<file path="src/rtl/single_source_shortest_paths_core_assert.svh">
// ----------------------------------------------------------------------------
// Assertion macros for the shortest path core
// Immediate-consequence and next-cycle implication checks with async reset.
// ----------------------------------------------------------------------------
`ifndef SINGLE_SOURCE_SHORTEST_PATHS_CORE_ASSERT_SVH
`define SINGLE_SOURCE_SHORTEST_PATHS_CORE_ASSERT_SVH

// same-cycle implication
`define SSSP_ASSERT_NOW(name, clk, rst_n, ante, cons) \
	name: assert property (@(posedge clk) disable iff (!rst_n) (ante) |-> (cons)) \
		else $error("sssp: same-cycle check failed");

// next-cycle implication
`define SSSP_ASSERT_NEXT(name, clk, rst_n, ante, cons) \
	name: assert property (@(posedge clk) disable iff (!rst_n) (ante) |=> (cons)) \
		else $error("sssp: next-cycle check failed");

`endif

</file>
<file path="src/rtl/sssp_pkg.sv">
// ----------------------------------------------------------------------------
// sssp_pkg
// Shared widths, action codes and controller/datapath interface structs.
// ----------------------------------------------------------------------------
`timescale 1ns / 1ps

package sssp_pkg;

	localparam int VTX_W        = 4;
	localparam int MAX_VERTICES = 16;
	localparam int CNT_W        = 5;
	localparam int DIST_W       = 24;
	localparam int WEIGHT_W     = 16;
	localparam int SUM_W        = DIST_W + 1;
	localparam int ACT_W        = 2;
	localparam int IN_TDATA_W   = 32;
	localparam int OUT_TDATA_W  = 32;

	localparam logic [ACT_W-1:0] ACT_ADD   = 2'd0;
	localparam logic [ACT_W-1:0] ACT_QUERY = 2'd1;
	localparam logic [ACT_W-1:0] ACT_CLEAR = 2'd2;

	// saturation limits, full-precision and stored
	localparam logic signed [SUM_W-1:0] SUM_HI = SUM_W'((2 ** (DIST_W - 1)) - 1);
	localparam logic signed [SUM_W-1:0] SUM_LO = SUM_W'(-(2 ** (DIST_W - 1)));
	localparam logic [DIST_W-1:0] DIST_HI = {1'b0, {(DIST_W - 1){1'b1}}};
	localparam logic [DIST_W-1:0] DIST_LO = {1'b1, {(DIST_W - 1){1'b0}}};

	typedef struct packed {
		logic             latch;
		logic             clear;
		logic             add_lo;
		logic             add_hi;
		logic             init;
		logic             clr_improved;
		logic             issue;
		logic             check;
		logic             out_sel;
		logic             out_load;
		logic             neg_load;
		logic             last;
		logic [VTX_W-1:0] out_idx;
	} sssp_cmd_t;

	typedef struct packed {
		logic             room;
		logic             scan_more;
		logic             improved;
		logic             out_free;
		logic [CNT_W-1:0] n_eff;
	} sssp_status_t;

endpackage

</file>
<file path="src/rtl/sssp_dp.sv">
// ----------------------------------------------------------------------------
// sssp_dp
// Edge table, distance memory, relaxation pipeline and result register.
// ----------------------------------------------------------------------------
`timescale 1ns / 1ps
`include "single_source_shortest_paths_core_assert.svh"

module sssp_dp import sssp_pkg::*; #(
	parameter int MAX_DIRECTED_EDGES = 128,
	localparam int AW = $clog2(MAX_DIRECTED_EDGES),
	localparam int EW = $clog2(MAX_DIRECTED_EDGES + 1)
) (
	input  logic                     clk,
	input  logic                     arst_n,
	input  logic                     cfg_we,
	input  logic [CNT_W-1:0]         cfg_wdata,
	input  logic [VTX_W-1:0]         first_vertex,
	input  logic [VTX_W-1:0]         second_vertex,
	input  logic [WEIGHT_W-1:0]      weight,
	input  logic [VTX_W-1:0]         source_vertex,
	input  sssp_cmd_t                cmd,
	input  logic [EW-1:0]            edge_idx,
	output sssp_status_t             st,
	input  logic                     m_tready,
	output logic                     m_tvalid,
	output logic [VTX_W-1:0]         out_vertex,
	output logic [DIST_W-1:0]        out_distance,
	output logic                     out_reachable,
	output logic                     out_negative_cycle,
	output logic                     out_last
);

	localparam int ENT_W = 2 * VTX_W + WEIGHT_W;

	logic [CNT_W-1:0]    vc_q;
	logic [CNT_W-1:0]    n_eff;
	logic [EW-1:0]       edge_total_q;

	logic [VTX_W-1:0]    fa_q, fb_q, src_q;
	logic [WEIGHT_W-1:0] w_q;

	logic [ENT_W-1:0]    edge_mem [MAX_DIRECTED_EDGES];
	logic [EW-1:0]       ew_addr;
	logic [ENT_W-1:0]    ew_data;
	logic [ENT_W-1:0]    ent_s1;
	logic                valid_s1;

	logic                       valid_s2;
	logic [VTX_W-1:0]           tail_s2, head_s2;
	logic signed [WEIGHT_W-1:0] w_s2;

	logic [DIST_W-1:0]   dist_mem [MAX_VERTICES];
	logic [VTX_W-1:0]    rd_addr_a;
	logic [DIST_W-1:0]   rd_a_s2, rd_b_s2;
	logic                dist_we;
	logic [VTX_W-1:0]    dw_addr;
	logic [DIST_W-1:0]   dw_data;

	logic                wr_valid_q;
	logic [VTX_W-1:0]    wr_addr_q;
	logic [DIST_W-1:0]   wr_data_q;

	logic [MAX_VERTICES-1:0] mask_q;
	logic                    improved_q;

	logic signed [DIST_W-1:0] dt, dh;
	logic signed [SUM_W-1:0]  sum;
	logic [DIST_W-1:0]        sat;
	logic                     in_range, relax, relax_we;

	logic m_tvalid_q;

	// effective vertex count, clamped to 1..MAX_VERTICES
	always_comb begin
		if (vc_q == '0) begin
			n_eff = CNT_W'(1);
		end else if (vc_q > CNT_W'(MAX_VERTICES)) begin
			n_eff = CNT_W'(MAX_VERTICES);
		end else begin
			n_eff = vc_q;
		end
	end

	always_ff @(posedge clk or negedge arst_n) begin
		if (!arst_n) begin
			vc_q         <= CNT_W'(MAX_VERTICES);
			edge_total_q <= '0;
		end else begin
			if (cfg_we) vc_q <= cfg_wdata;
			if (cmd.clear) begin
				edge_total_q <= '0;
			end else if (cmd.add_hi) begin
				edge_total_q <= edge_total_q + EW'(2);
			end
		end
	end

	always_ff @(posedge clk) begin
		if (cmd.latch) begin
			fa_q  <= first_vertex;
			fb_q  <= second_vertex;
			w_q   <= weight;
			src_q <= source_vertex;
		end
	end

	// edge table: {weight, head, tail}
	assign ew_addr = edge_total_q + EW'(cmd.add_hi);
	assign ew_data = cmd.add_hi ? {w_q, fa_q, fb_q} : {w_q, fb_q, fa_q};

	always_ff @(posedge clk) begin
		if (cmd.add_lo || cmd.add_hi) edge_mem[ew_addr[AW-1:0]] <= ew_data;
		ent_s1 <= edge_mem[edge_idx[AW-1:0]];
	end

	// distance memory, two registered read ports
	assign rd_addr_a = cmd.out_sel ? cmd.out_idx : ent_s1[VTX_W-1:0];

	always_ff @(posedge clk) begin
		if (dist_we) dist_mem[dw_addr] <= dw_data;
		rd_a_s2 <= dist_mem[rd_addr_a];
		rd_b_s2 <= dist_mem[ent_s1[2*VTX_W-1:VTX_W]];
	end

	always_ff @(posedge clk) begin
		tail_s2   <= ent_s1[VTX_W-1:0];
		head_s2   <= ent_s1[2*VTX_W-1:VTX_W];
		w_s2      <= ent_s1[ENT_W-1:2*VTX_W];
		wr_addr_q <= dw_addr;
		wr_data_q <= dw_data;
	end

	// forward the write of the previous cycle, missed by the registered read
	assign dt = (wr_valid_q && wr_addr_q == tail_s2) ? wr_data_q : rd_a_s2;
	assign dh = (wr_valid_q && wr_addr_q == head_s2) ? wr_data_q : rd_b_s2;
	assign sum = SUM_W'(dt) + SUM_W'(w_s2);

	always_comb begin
		if (sum > SUM_HI) begin
			sat = DIST_HI;
		end else if (sum < SUM_LO) begin
			sat = DIST_LO;
		end else begin
			sat = sum[DIST_W-1:0];
		end
	end

	assign in_range = ({1'b0, tail_s2} < n_eff) && ({1'b0, head_s2} < n_eff);
	assign relax    = valid_s2 && in_range && mask_q[tail_s2] &&
	                  (!mask_q[head_s2] || sum < SUM_W'(dh));
	assign relax_we = relax && !cmd.check;

	assign dist_we = cmd.init || relax_we;
	assign dw_addr = cmd.init ? src_q : head_s2;
	assign dw_data = cmd.init ? '0 : sat;

	always_ff @(posedge clk or negedge arst_n) begin
		if (!arst_n) begin
			valid_s1   <= 1'b0;
			valid_s2   <= 1'b0;
			wr_valid_q <= 1'b0;
			mask_q     <= '0;
			improved_q <= 1'b0;
		end else begin
			valid_s1   <= cmd.issue;
			valid_s2   <= valid_s1;
			wr_valid_q <= relax_we;
			if (cmd.init) begin
				mask_q <= ({1'b0, src_q} < n_eff) ? (MAX_VERTICES'(1) << src_q) : '0;
			end else if (relax_we) begin
				mask_q[head_s2] <= 1'b1;
			end
			if (cmd.clr_improved) begin
				improved_q <= 1'b0;
			end else if (relax) begin
				improved_q <= 1'b1;
			end
		end
	end

	// result register
	always_ff @(posedge clk or negedge arst_n) begin
		if (!arst_n) begin
			m_tvalid_q <= 1'b0;
		end else if (cmd.out_load || cmd.neg_load) begin
			m_tvalid_q <= 1'b1;
		end else if (m_tready) begin
			m_tvalid_q <= 1'b0;
		end
	end

	always_ff @(posedge clk) begin
		if (cmd.out_load) begin
			out_vertex         <= cmd.out_idx;
			out_distance       <= mask_q[cmd.out_idx] ? rd_a_s2 : '0;
			out_reachable      <= mask_q[cmd.out_idx];
			out_negative_cycle <= 1'b0;
			out_last           <= cmd.last;
		end else if (cmd.neg_load) begin
			out_vertex         <= src_q;
			out_distance       <= '0;
			out_reachable      <= 1'b0;
			out_negative_cycle <= 1'b1;
			out_last           <= 1'b1;
		end
	end

	assign m_tvalid     = m_tvalid_q;
	assign st.room      = ({1'b0, edge_total_q} + (EW + 1)'(2)) <=
	                      (EW + 1)'(MAX_DIRECTED_EDGES);
	assign st.scan_more = edge_idx < edge_total_q;
	assign st.improved  = improved_q;
	assign st.out_free  = !m_tvalid_q || m_tready;
	assign st.n_eff     = n_eff;

	`SSSP_ASSERT_NOW(a_total_bound, clk, arst_n, 1'b1, edge_total_q <= EW'(MAX_DIRECTED_EDGES))
	`SSSP_ASSERT_NEXT(a_seed_single, clk, arst_n, cmd.init, $onehot0(mask_q))
	`SSSP_ASSERT_NOW(a_relax_from_reached, clk, arst_n, relax_we, mask_q[tail_s2])

endmodule

</file>
<file path="src/rtl/sssp_ctrl.sv">
// ----------------------------------------------------------------------------
// sssp_ctrl
// Sequencer: edge insert, relaxation rounds, check pass and result emission.
// ----------------------------------------------------------------------------
`timescale 1ns / 1ps
`include "single_source_shortest_paths_core_assert.svh"

module sssp_ctrl import sssp_pkg::*; #(
	parameter int MAX_DIRECTED_EDGES = 128,
	localparam int EW = $clog2(MAX_DIRECTED_EDGES + 1)
) (
	input  logic             clk,
	input  logic             arst_n,
	input  logic             s_tvalid,
	output logic             s_tready,
	input  logic [ACT_W-1:0] action,
	input  sssp_status_t     st,
	output sssp_cmd_t        cmd,
	output logic [EW-1:0]    edge_idx
);

	typedef enum logic [9:0] {
		ST_IDLE   = 10'b00_0000_0001,
		ST_ADD_LO = 10'b00_0000_0010,
		ST_ADD_HI = 10'b00_0000_0100,
		ST_INIT   = 10'b00_0000_1000,
		ST_SCAN   = 10'b00_0001_0000,
		ST_DRAIN  = 10'b00_0010_0000,
		ST_DECIDE = 10'b00_0100_0000,
		ST_OUT_RD = 10'b00_1000_0000,
		ST_OUT_WR = 10'b01_0000_0000,
		ST_NEG    = 10'b10_0000_0000
	} state_t;

	state_t           state_q, state_d;
	logic [EW-1:0]    edge_idx_q, edge_idx_d;
	logic [CNT_W-1:0] round_q, round_d;
	logic             check_q, check_d;
	logic [VTX_W-1:0] out_idx_q, out_idx_d;
	logic             accept;

	assign s_tready = (state_q == ST_IDLE);
	assign accept   = s_tvalid && s_tready;
	assign edge_idx = edge_idx_q;

	always_comb begin
		state_d      = state_q;
		edge_idx_d   = edge_idx_q;
		round_d      = round_q;
		check_d      = check_q;
		out_idx_d    = out_idx_q;
		cmd          = '0;
		cmd.check    = check_q;
		cmd.out_idx  = out_idx_q;
		cmd.out_sel  = (state_q == ST_OUT_RD) || (state_q == ST_OUT_WR);
		cmd.last     = ({1'b0, out_idx_q} == (st.n_eff - CNT_W'(1)));

		unique case (state_q)
			ST_IDLE: begin
				if (accept) begin
					cmd.latch = 1'b1;
					unique case (action)
						ACT_ADD: begin
							if (st.room) state_d = ST_ADD_LO;
						end
						ACT_QUERY: state_d = ST_INIT;
						ACT_CLEAR: cmd.clear = 1'b1;
						default: ;
					endcase
				end
			end
			ST_ADD_LO: begin
				cmd.add_lo = 1'b1;
				state_d    = ST_ADD_HI;
			end
			ST_ADD_HI: begin
				cmd.add_hi = 1'b1;
				state_d    = ST_IDLE;
			end
			ST_INIT: begin
				cmd.init         = 1'b1;
				cmd.clr_improved = 1'b1;
				edge_idx_d       = '0;
				round_d          = CNT_W'(1);
				check_d          = (st.n_eff == CNT_W'(1));
				state_d          = ST_SCAN;
			end
			ST_SCAN: begin
				if (st.scan_more) begin
					cmd.issue  = 1'b1;
					edge_idx_d = edge_idx_q + EW'(1);
				end else begin
					state_d = ST_DRAIN;
				end
			end
			ST_DRAIN: state_d = ST_DECIDE;
			ST_DECIDE: begin
				cmd.clr_improved = 1'b1;
				edge_idx_d       = '0;
				out_idx_d        = '0;
				if (check_q) begin
					state_d = st.improved ? ST_NEG : ST_OUT_RD;
				end else if (!st.improved) begin
					// nothing moved this round, distances are final
					state_d = ST_OUT_RD;
				end else if (round_q == st.n_eff - CNT_W'(1)) begin
					check_d = 1'b1;
					state_d = ST_SCAN;
				end else begin
					round_d = round_q + CNT_W'(1);
					state_d = ST_SCAN;
				end
			end
			ST_OUT_RD: state_d = ST_OUT_WR;
			ST_OUT_WR: begin
				if (st.out_free) begin
					cmd.out_load = 1'b1;
					if (cmd.last) begin
						state_d = ST_IDLE;
					end else begin
						out_idx_d = out_idx_q + VTX_W'(1);
						state_d   = ST_OUT_RD;
					end
				end
			end
			ST_NEG: begin
				if (st.out_free) begin
					cmd.neg_load = 1'b1;
					state_d      = ST_IDLE;
				end
			end
			default: state_d = ST_IDLE;
		endcase
	end

	always_ff @(posedge clk or negedge arst_n) begin
		if (!arst_n) begin
			state_q    <= ST_IDLE;
			edge_idx_q <= '0;
			round_q    <= '0;
			check_q    <= 1'b0;
			out_idx_q  <= '0;
		end else begin
			state_q    <= state_d;
			edge_idx_q <= edge_idx_d;
			round_q    <= round_d;
			check_q    <= check_d;
			out_idx_q  <= out_idx_d;
		end
	end

	`SSSP_ASSERT_NOW(a_load_when_free, clk, arst_n, cmd.out_load || cmd.neg_load, st.out_free)
	`SSSP_ASSERT_NEXT(a_query_busy, clk, arst_n, accept && (action == ACT_QUERY), !s_tready)
	`SSSP_ASSERT_NOW(a_round_bound, clk, arst_n, (state_q == ST_SCAN) && !check_q, round_q < st.n_eff)

endmodule

</file>
<file path="src/rtl/single_source_shortest_paths_core.sv">
// ----------------------------------------------------------------------------
// single_source_shortest_paths_core
// Add edge: one table write per direction. Clear: empties the edge table.
// Query: R <= n relaxation passes of one edge per cycle over the E stored
// edges (edge table read port), then one read and one load per result.
// Results wait in an output register; the next item is taken meanwhile.
// Reset (arst_n low): edge table empty, vertex_count = 16, no result pending.
// ----------------------------------------------------------------------------
`timescale 1ns / 1ps

// Bellman-Ford shortest paths over an undirected graph held as a directed
// edge table. Each query seeds the source and runs relaxation rounds over
// the whole table, stopping early once a round changes nothing, else ending
// in a check pass. A relaxable edge in the check pass means a negative cycle
// is reachable: one beat with negative_cycle set. Otherwise one beat per vertex.
//
// Datapath pipeline per edge: table read -> distance reads -> compare/write.
// The write of one edge is forwarded to the next edge's registered reads.
// Edges with an endpoint at or above the vertex count are skipped.
// Distances compare at 25 bits and store saturated to 24 bits.
module single_source_shortest_paths_core import sssp_pkg::*; #(
	parameter int MAX_DIRECTED_EDGES = 128
) (
	input  logic                   clk,
	input  logic                   arst_n,
	input  logic                   cfg_we,
	input  logic [CNT_W-1:0]       cfg_wdata,    // vertex_count
	input  logic                   s_tvalid,
	output logic                   s_tready,
	// first_vertex[3:0], second_vertex[7:4], weight[23:8], source_vertex[27:24]
	input  logic [IN_TDATA_W-1:0]  s_tdata,
	input  logic [ACT_W-1:0]       s_tuser,      // action[1:0]
	output logic                   m_tvalid,
	input  logic                   m_tready,
	// vertex[3:0], distance[27:4], reachable[28], zero fill [31:29]
	output logic [OUT_TDATA_W-1:0] m_tdata,
	output logic                   m_tuser,      // negative_cycle
	output logic                   m_tlast
);

	localparam int EW      = $clog2(MAX_DIRECTED_EDGES + 1);
	localparam int OUT_PAD = OUT_TDATA_W - VTX_W - DIST_W - 1;

	sssp_cmd_t         cmd;
	sssp_status_t      st;
	logic [EW-1:0]     edge_idx;
	logic [VTX_W-1:0]  out_vertex;
	logic [DIST_W-1:0] out_distance;
	logic              out_reachable;

	sssp_ctrl #(
		.MAX_DIRECTED_EDGES(MAX_DIRECTED_EDGES)
	) u_ctrl (
		.clk      (clk),
		.arst_n   (arst_n),
		.s_tvalid (s_tvalid),
		.s_tready (s_tready),
		.action   (s_tuser),
		.st       (st),
		.cmd      (cmd),
		.edge_idx (edge_idx)
	);

	sssp_dp #(
		.MAX_DIRECTED_EDGES(MAX_DIRECTED_EDGES)
	) u_dp (
		.clk                (clk),
		.arst_n             (arst_n),
		.cfg_we             (cfg_we),
		.cfg_wdata          (cfg_wdata),
		.first_vertex       (s_tdata[VTX_W-1:0]),
		.second_vertex      (s_tdata[2*VTX_W-1:VTX_W]),
		.weight             (s_tdata[2*VTX_W+WEIGHT_W-1:2*VTX_W]),
		.source_vertex      (s_tdata[3*VTX_W+WEIGHT_W-1:2*VTX_W+WEIGHT_W]),
		.cmd                (cmd),
		.edge_idx           (edge_idx),
		.st                 (st),
		.m_tready           (m_tready),
		.m_tvalid           (m_tvalid),
		.out_vertex         (out_vertex),
		.out_distance       (out_distance),
		.out_reachable      (out_reachable),
		.out_negative_cycle (m_tuser),
		.out_last           (m_tlast)
	);

	// beat layout, zero fill to a whole word
	assign m_tdata = {{OUT_PAD{1'b0}}, out_reachable, out_distance, out_vertex};

endmodule
</file>
<file path="config.mk">
export PLATFORM = sky130hd
export DESIGN_NAME = single_source_shortest_paths_core
export DESIGN_NICKNAME = d
export VERILOG_FILES = /design/src/rtl/sssp_pkg.sv /design/src/rtl/sssp_dp.sv /design/src/rtl/sssp_ctrl.sv /design/src/rtl/single_source_shortest_paths_core.sv
export VERILOG_INCLUDE_DIRS = /design/src /design/src/rtl
export SDC_FILE = /design/constraint.sdc
export NUM_CORES = 2
export LEC_CHECK = 0
export BUFFER_PORTS_ARGS = -buffer_cell sky130_fd_sc_hd__buf_2
export CAP_MARGIN = 15
export CORE_ASPECT_RATIO = 1.75
export CORE_MARGIN = 4
export CORE_UTILIZATION = 50
export CTS_CLUSTER_SIZE = 10
export DETAILED_ROUTE_END_ITERATION = 12
export PLACE_DENSITY = 0.75
export SYNTH_ARGS = -nofsm -noshare
export SYNTH_HDL_FRONTEND = slang
export SYNTH_HIERARCHICAL = 1
export SYNTH_SLANG_ARGS = --single-unit
</file>
<file path="constraint.sdc">
create_clock -name clk -period 21.1 [get_ports clk]
set_input_delay 1.055 -clock clk [delete_from_list [all_inputs] [get_ports clk]]
set_output_delay 1.055 -clock clk [all_outputs]
set_load 0.005 [all_outputs]
</file>
==> reports/results.ini <==
[timing]
finalHoldWorstSlack_ns=0.309
finClkSkew_ns=0.0710
setup_violations_final=0
worst-slew-pin-transition_ns=1.30
setup-tns-final_ns=0
setup_repair_after_global_routing_missed_its_margin=false
hold_viol_final=0
final.min_clock_period_ns=7.84
slew-limit-headroom_pct=13.5
period_share_pct=37.2
final-max-slew-violation-count=0
fmax_ghz=0.127

[floorplan]
die_x_um=417
std_cell_rows=262
start_util_pct=50.2
placeableCoreArea_um2=291000
die_h_um=723
floorplan.die_area_um2=301000
num_io_pins=80

[worst_setup_path]
critPathMaxStageDelay_ns=0.63
timing.critical_path.buf_inv=3
end_kind=flip-flop
critPathRequiredTime_ns=21.59
cp_max_fo=24
timing.critical_path.cells=inv_1 > a222oi_1 > nor4b_2 > buf_4 > mux2_2 > ha_1 > fa_1 > a211o_1 > a211oi_1 > o211ai_1 > a21o_1 > o221ai_1 > a21oi_1 > xor2_1 > ha_1 > and4_1 > nand3_1 > nor3_1 > o2111ai_1 > nand4_1 > o21bai_2 > nor3b_2 > buf_4
critPathKind=reg2reg
critPathTopFamily=compound AO/OA/AOI/OAI gates
cp_startpoint_kind=flip-flop
critPathArrivalTime_ns=8.34
cp_slowest_cell=sky130_fd_sc_hd__o21bai_2

[detailed_routing]
detail-route-antenna-nets=0
drt_pass1_iterations=6
drt-initial-drc-count=10887
post_drt_via_cell_ratio=6.67
drc=0
via_count=72198
post_drt_wl_per_cell_um=35.7
drt_wl_total_um=386000

[logic_synthesis]
synthDistinctLibCells=80
synth.ff_latch_count=3700
synthesis.instances=6386
syn-mean-instance-area_um2=22.9
synthesis.area_um2=146000
fraction_of_the_yosys_area_taken_by_sequential_cells_pct=75.0
synth_enable_flop_cells=3514
synthesis.yosys.warnings=6
ys.flop_type=sky130_fd_sc_hd__edfxtp_1
asr_flop_ratio_synth_pct=1.65

[grt]
grt_overall_usage_pct=25.6
grt_max_degree=142
gr-total-overflow=0
grt_pass1_wl_um=553000
initial_antenna_violation_count=30
vias_in_the_first_global_route=75504

[cells_and_area]
final_net_count=6894
post_route_cells_drive_above_1_share_pct=32.5
n_fill_cell=19956
layout_area_growth_over_synthesis_pct=12.1

[clock_network]
worst_setup_hold_path_clk_slew_ns=0.05
tritoncts_clock_tree=built
clk_tree_root_cell=sky130_fd_sc_hd__clkbuf_16
post-cts-setup-buffers=0
number_of_buffers_added_to_fix_hold_violations_after_cts=0
cts-buffers-inserted=412
ctsHtreeMaxLevel=5
cts_resized=0
clkLatencyLatePin_ns=0.94
cts.sink_count=3700
max-clock-path-buffers=4

[place]
placement.io_buffers=72
gp_congestion=0.901
dp_hpwl_um=208000

[status]
status=complete, no violations

[flow_run]
cap_violations=0

[hold_path]
min_path_type=reg2reg

[pwr]
pwr_cell_area_nw_per_um2=124
worst_ir_drop_vdd_mv=0.120
leakage_nw=50.0

## logic make-up (layout without fill, tap and decap cells)
group / Yosys count / in the layout / share of synthesized area (%)
buffers and inverters: 393 / 910 / 1.09
xor gates and xnor gates: 46 / 46 / 0.304
DFF: 3700 / 3700 / 75.0
muxes: 1345 / 1345 / 19.9
other: 1 / 87 / 0.00257
adders and majority gates: 75 / 75 / 0.648
AOI/OAI and AO/OA: 253 / 253 / 1.18
and+or+nand+nor: 573 / 573 / 1.90
## through the flow
step	cells	util [%]	instance area [µm²]	setup slack [ns]	total power, mW
3_5_place_dp	10185	52.4	152000	13.54	14.1
6_report	10817	56.3	164000	13.26	20.3
2_1_floorplan	6388	-	146000	13.39	12.6
5_1_grt	10796	56.3	164000	13.06	21.0
3_3_place_gp	10184	52.4	152000	12.85	14.0
4_1_cts	10729	56.2	163000	13.44	20.3
## layer usage
metal | GRT usage (%) | vias to the layer above | routed length, µm
met2 | 44.6 | 4908 | 204000
li1 | - | 27965 | -
met5 | 0 | - | 77
met3 | 4.07 | 1077 | 33800
met4 | 16.1 | 10 | 26500
met1 | 29.9 | 38238 | 121000
## power breakdown
part           internal [mW]  switching, mW  leakage [nW]
Sequential              9.13          0.240          33.5
Clock                   3.55           2.69          5.38
Combinational           1.85           2.82          11.1
## synthesized netlist by cell type, types with 17 or more instances
library cell               instances  area [µm²]
sky130_fd_sc_hd__nor2_1          221         830
sky130_fd_sc_hd__edfxtp_1       3514      106000
sky130_fd_sc_hd__mux2i_1          41         410
sky130_fd_sc_hd__clkbuf_1        220         826
sky130_fd_sc_hd__nand2b_1         18         113
sky130_fd_sc_hd__nand2_1         123         462
sky130_fd_sc_hd__a31oi_1          31         194
sky130_fd_sc_hd__and3_1           35         219
sky130_fd_sc_hd__o21a_1           21         158
sky130_fd_sc_hd__nand3_1          24         120
sky130_fd_sc_hd__dfrtp_1          59        1480
sky130_fd_sc_hd__xnor2_1          27         236
sky130_fd_sc_hd__buf_2            69         345
sky130_fd_sc_hd__dfxtp_1         125        2500
sky130_fd_sc_hd__a21oi_1          52         260
sky130_fd_sc_hd__nor3_1           30         150
sky130_fd_sc_hd__and2_1           31         194
sky130_fd_sc_hd__mux2_2           66         743
sky130_fd_sc_hd__buf_1            55         206
sky130_fd_sc_hd__inv_1            40         150
sky130_fd_sc_hd__ha_1             74         926
sky130_fd_sc_hd__mux4_2         1238       27900
sky130_fd_sc_hd__o21ai_0          31         155
sky130_fd_sc_hd__nor3b_1          18         135
sky130_fd_sc_hd__a21o_1           17         128
sky130_fd_sc_hd__a211oi_1         32         240
## registers in the layout (all words and copies together), names as in the netlist, 5 cells and up
register	count
u_ctrl/edge_idx	8
u_ctrl/round_q	5
u_ctrl/state_q	10
u_dp/dist_mem	384
u_dp/edge_mem	3072
u_dp/edge_total_q	7
u_dp/ent_s1	24
u_dp/mask_q	16
u_dp/out_distance	24
u_dp/rd_a_s2	24
u_dp/rd_b_s2	24
u_dp/vc_q	5
u_dp/w_q	16
u_dp/w_s2	16
u_dp/wr_data_q	24
## path summary, 6_finish.rpt
kind	start	slack, ns	endpoint	cells after the start
worst max-delay path	u_dp/tail_s2[1]	13.26	u_dp/dist_mem[3][9]	23
worst min register to register	u_dp/ent_s1[14]	0.31	u_dp/w_s2[6]	0
worst min-delay path	u_dp/ent_s1[14]	0.31	u_dp/w_s2[6]	0
min in group asynchronous	arst_n	0.36	u_dp/m_tvalid	2
max in group asynchronous	arst_n	20.03	u_ctrl/edge_idx[3]	2
worst max register to register	u_dp/tail_s2[1]	13.26	u_dp/dist_mem[3][9]	23
## layout make-up
class	instances	area (µm²)	area share [%]
Sequential cell	3700	110000	66.9
Multi-Input combinational cell	2295	35500	21.7
Clock buffer	528	10900	6.65
Tap cell	3828	4790	2.93
Timing Repair Buffer	324	2380	1.45
Antenna cell	84	210	0.128
Clock inverter	16	203	0.124
Inverter	42	159	0.0971
## layout by cell type, fill, tap and decap left out, types with 10 or more instances in the layout
cell,instances
sky130_fd_sc_hd__a211oi_1,32
sky130_fd_sc_hd__a21o_1,17
sky130_fd_sc_hd__a21oi_1,52
sky130_fd_sc_hd__a31oi_1,31
sky130_fd_sc_hd__and2_1,30
sky130_fd_sc_hd__and3_1,35
sky130_fd_sc_hd__buf_2,72
sky130_fd_sc_hd__buf_4,243
sky130_fd_sc_hd__clkbuf_1,109
sky130_fd_sc_hd__clkbuf_16,418
sky130_fd_sc_hd__dfrtp_1,53
sky130_fd_sc_hd__dfxtp_1,121
sky130_fd_sc_hd__diode_2,84
sky130_fd_sc_hd__edfxtp_1,3514
sky130_fd_sc_hd__ha_1,74
sky130_fd_sc_hd__inv_1,40
sky130_fd_sc_hd__inv_6,10
sky130_fd_sc_hd__mux2_2,58
sky130_fd_sc_hd__mux2i_1,37
sky130_fd_sc_hd__mux4_2,1238
sky130_fd_sc_hd__nand2_1,123
sky130_fd_sc_hd__nand2b_1,18
sky130_fd_sc_hd__nand3_1,24
sky130_fd_sc_hd__nand4_1,11
sky130_fd_sc_hd__nor2_1,92
sky130_fd_sc_hd__nor2_2,118
sky130_fd_sc_hd__nor2_4,11
sky130_fd_sc_hd__nor3_1,30
sky130_fd_sc_hd__nor3b_2,16
sky130_fd_sc_hd__o21a_1,21
sky130_fd_sc_hd__o21ai_0,31
sky130_fd_sc_hd__o22ai_1,11
sky130_fd_sc_hd__or3_1,10
sky130_fd_sc_hd__xnor2_1,27
sky130_fd_sc_hd__xor2_1,16
Note: power is estimated with default switching activity, not from simulation.
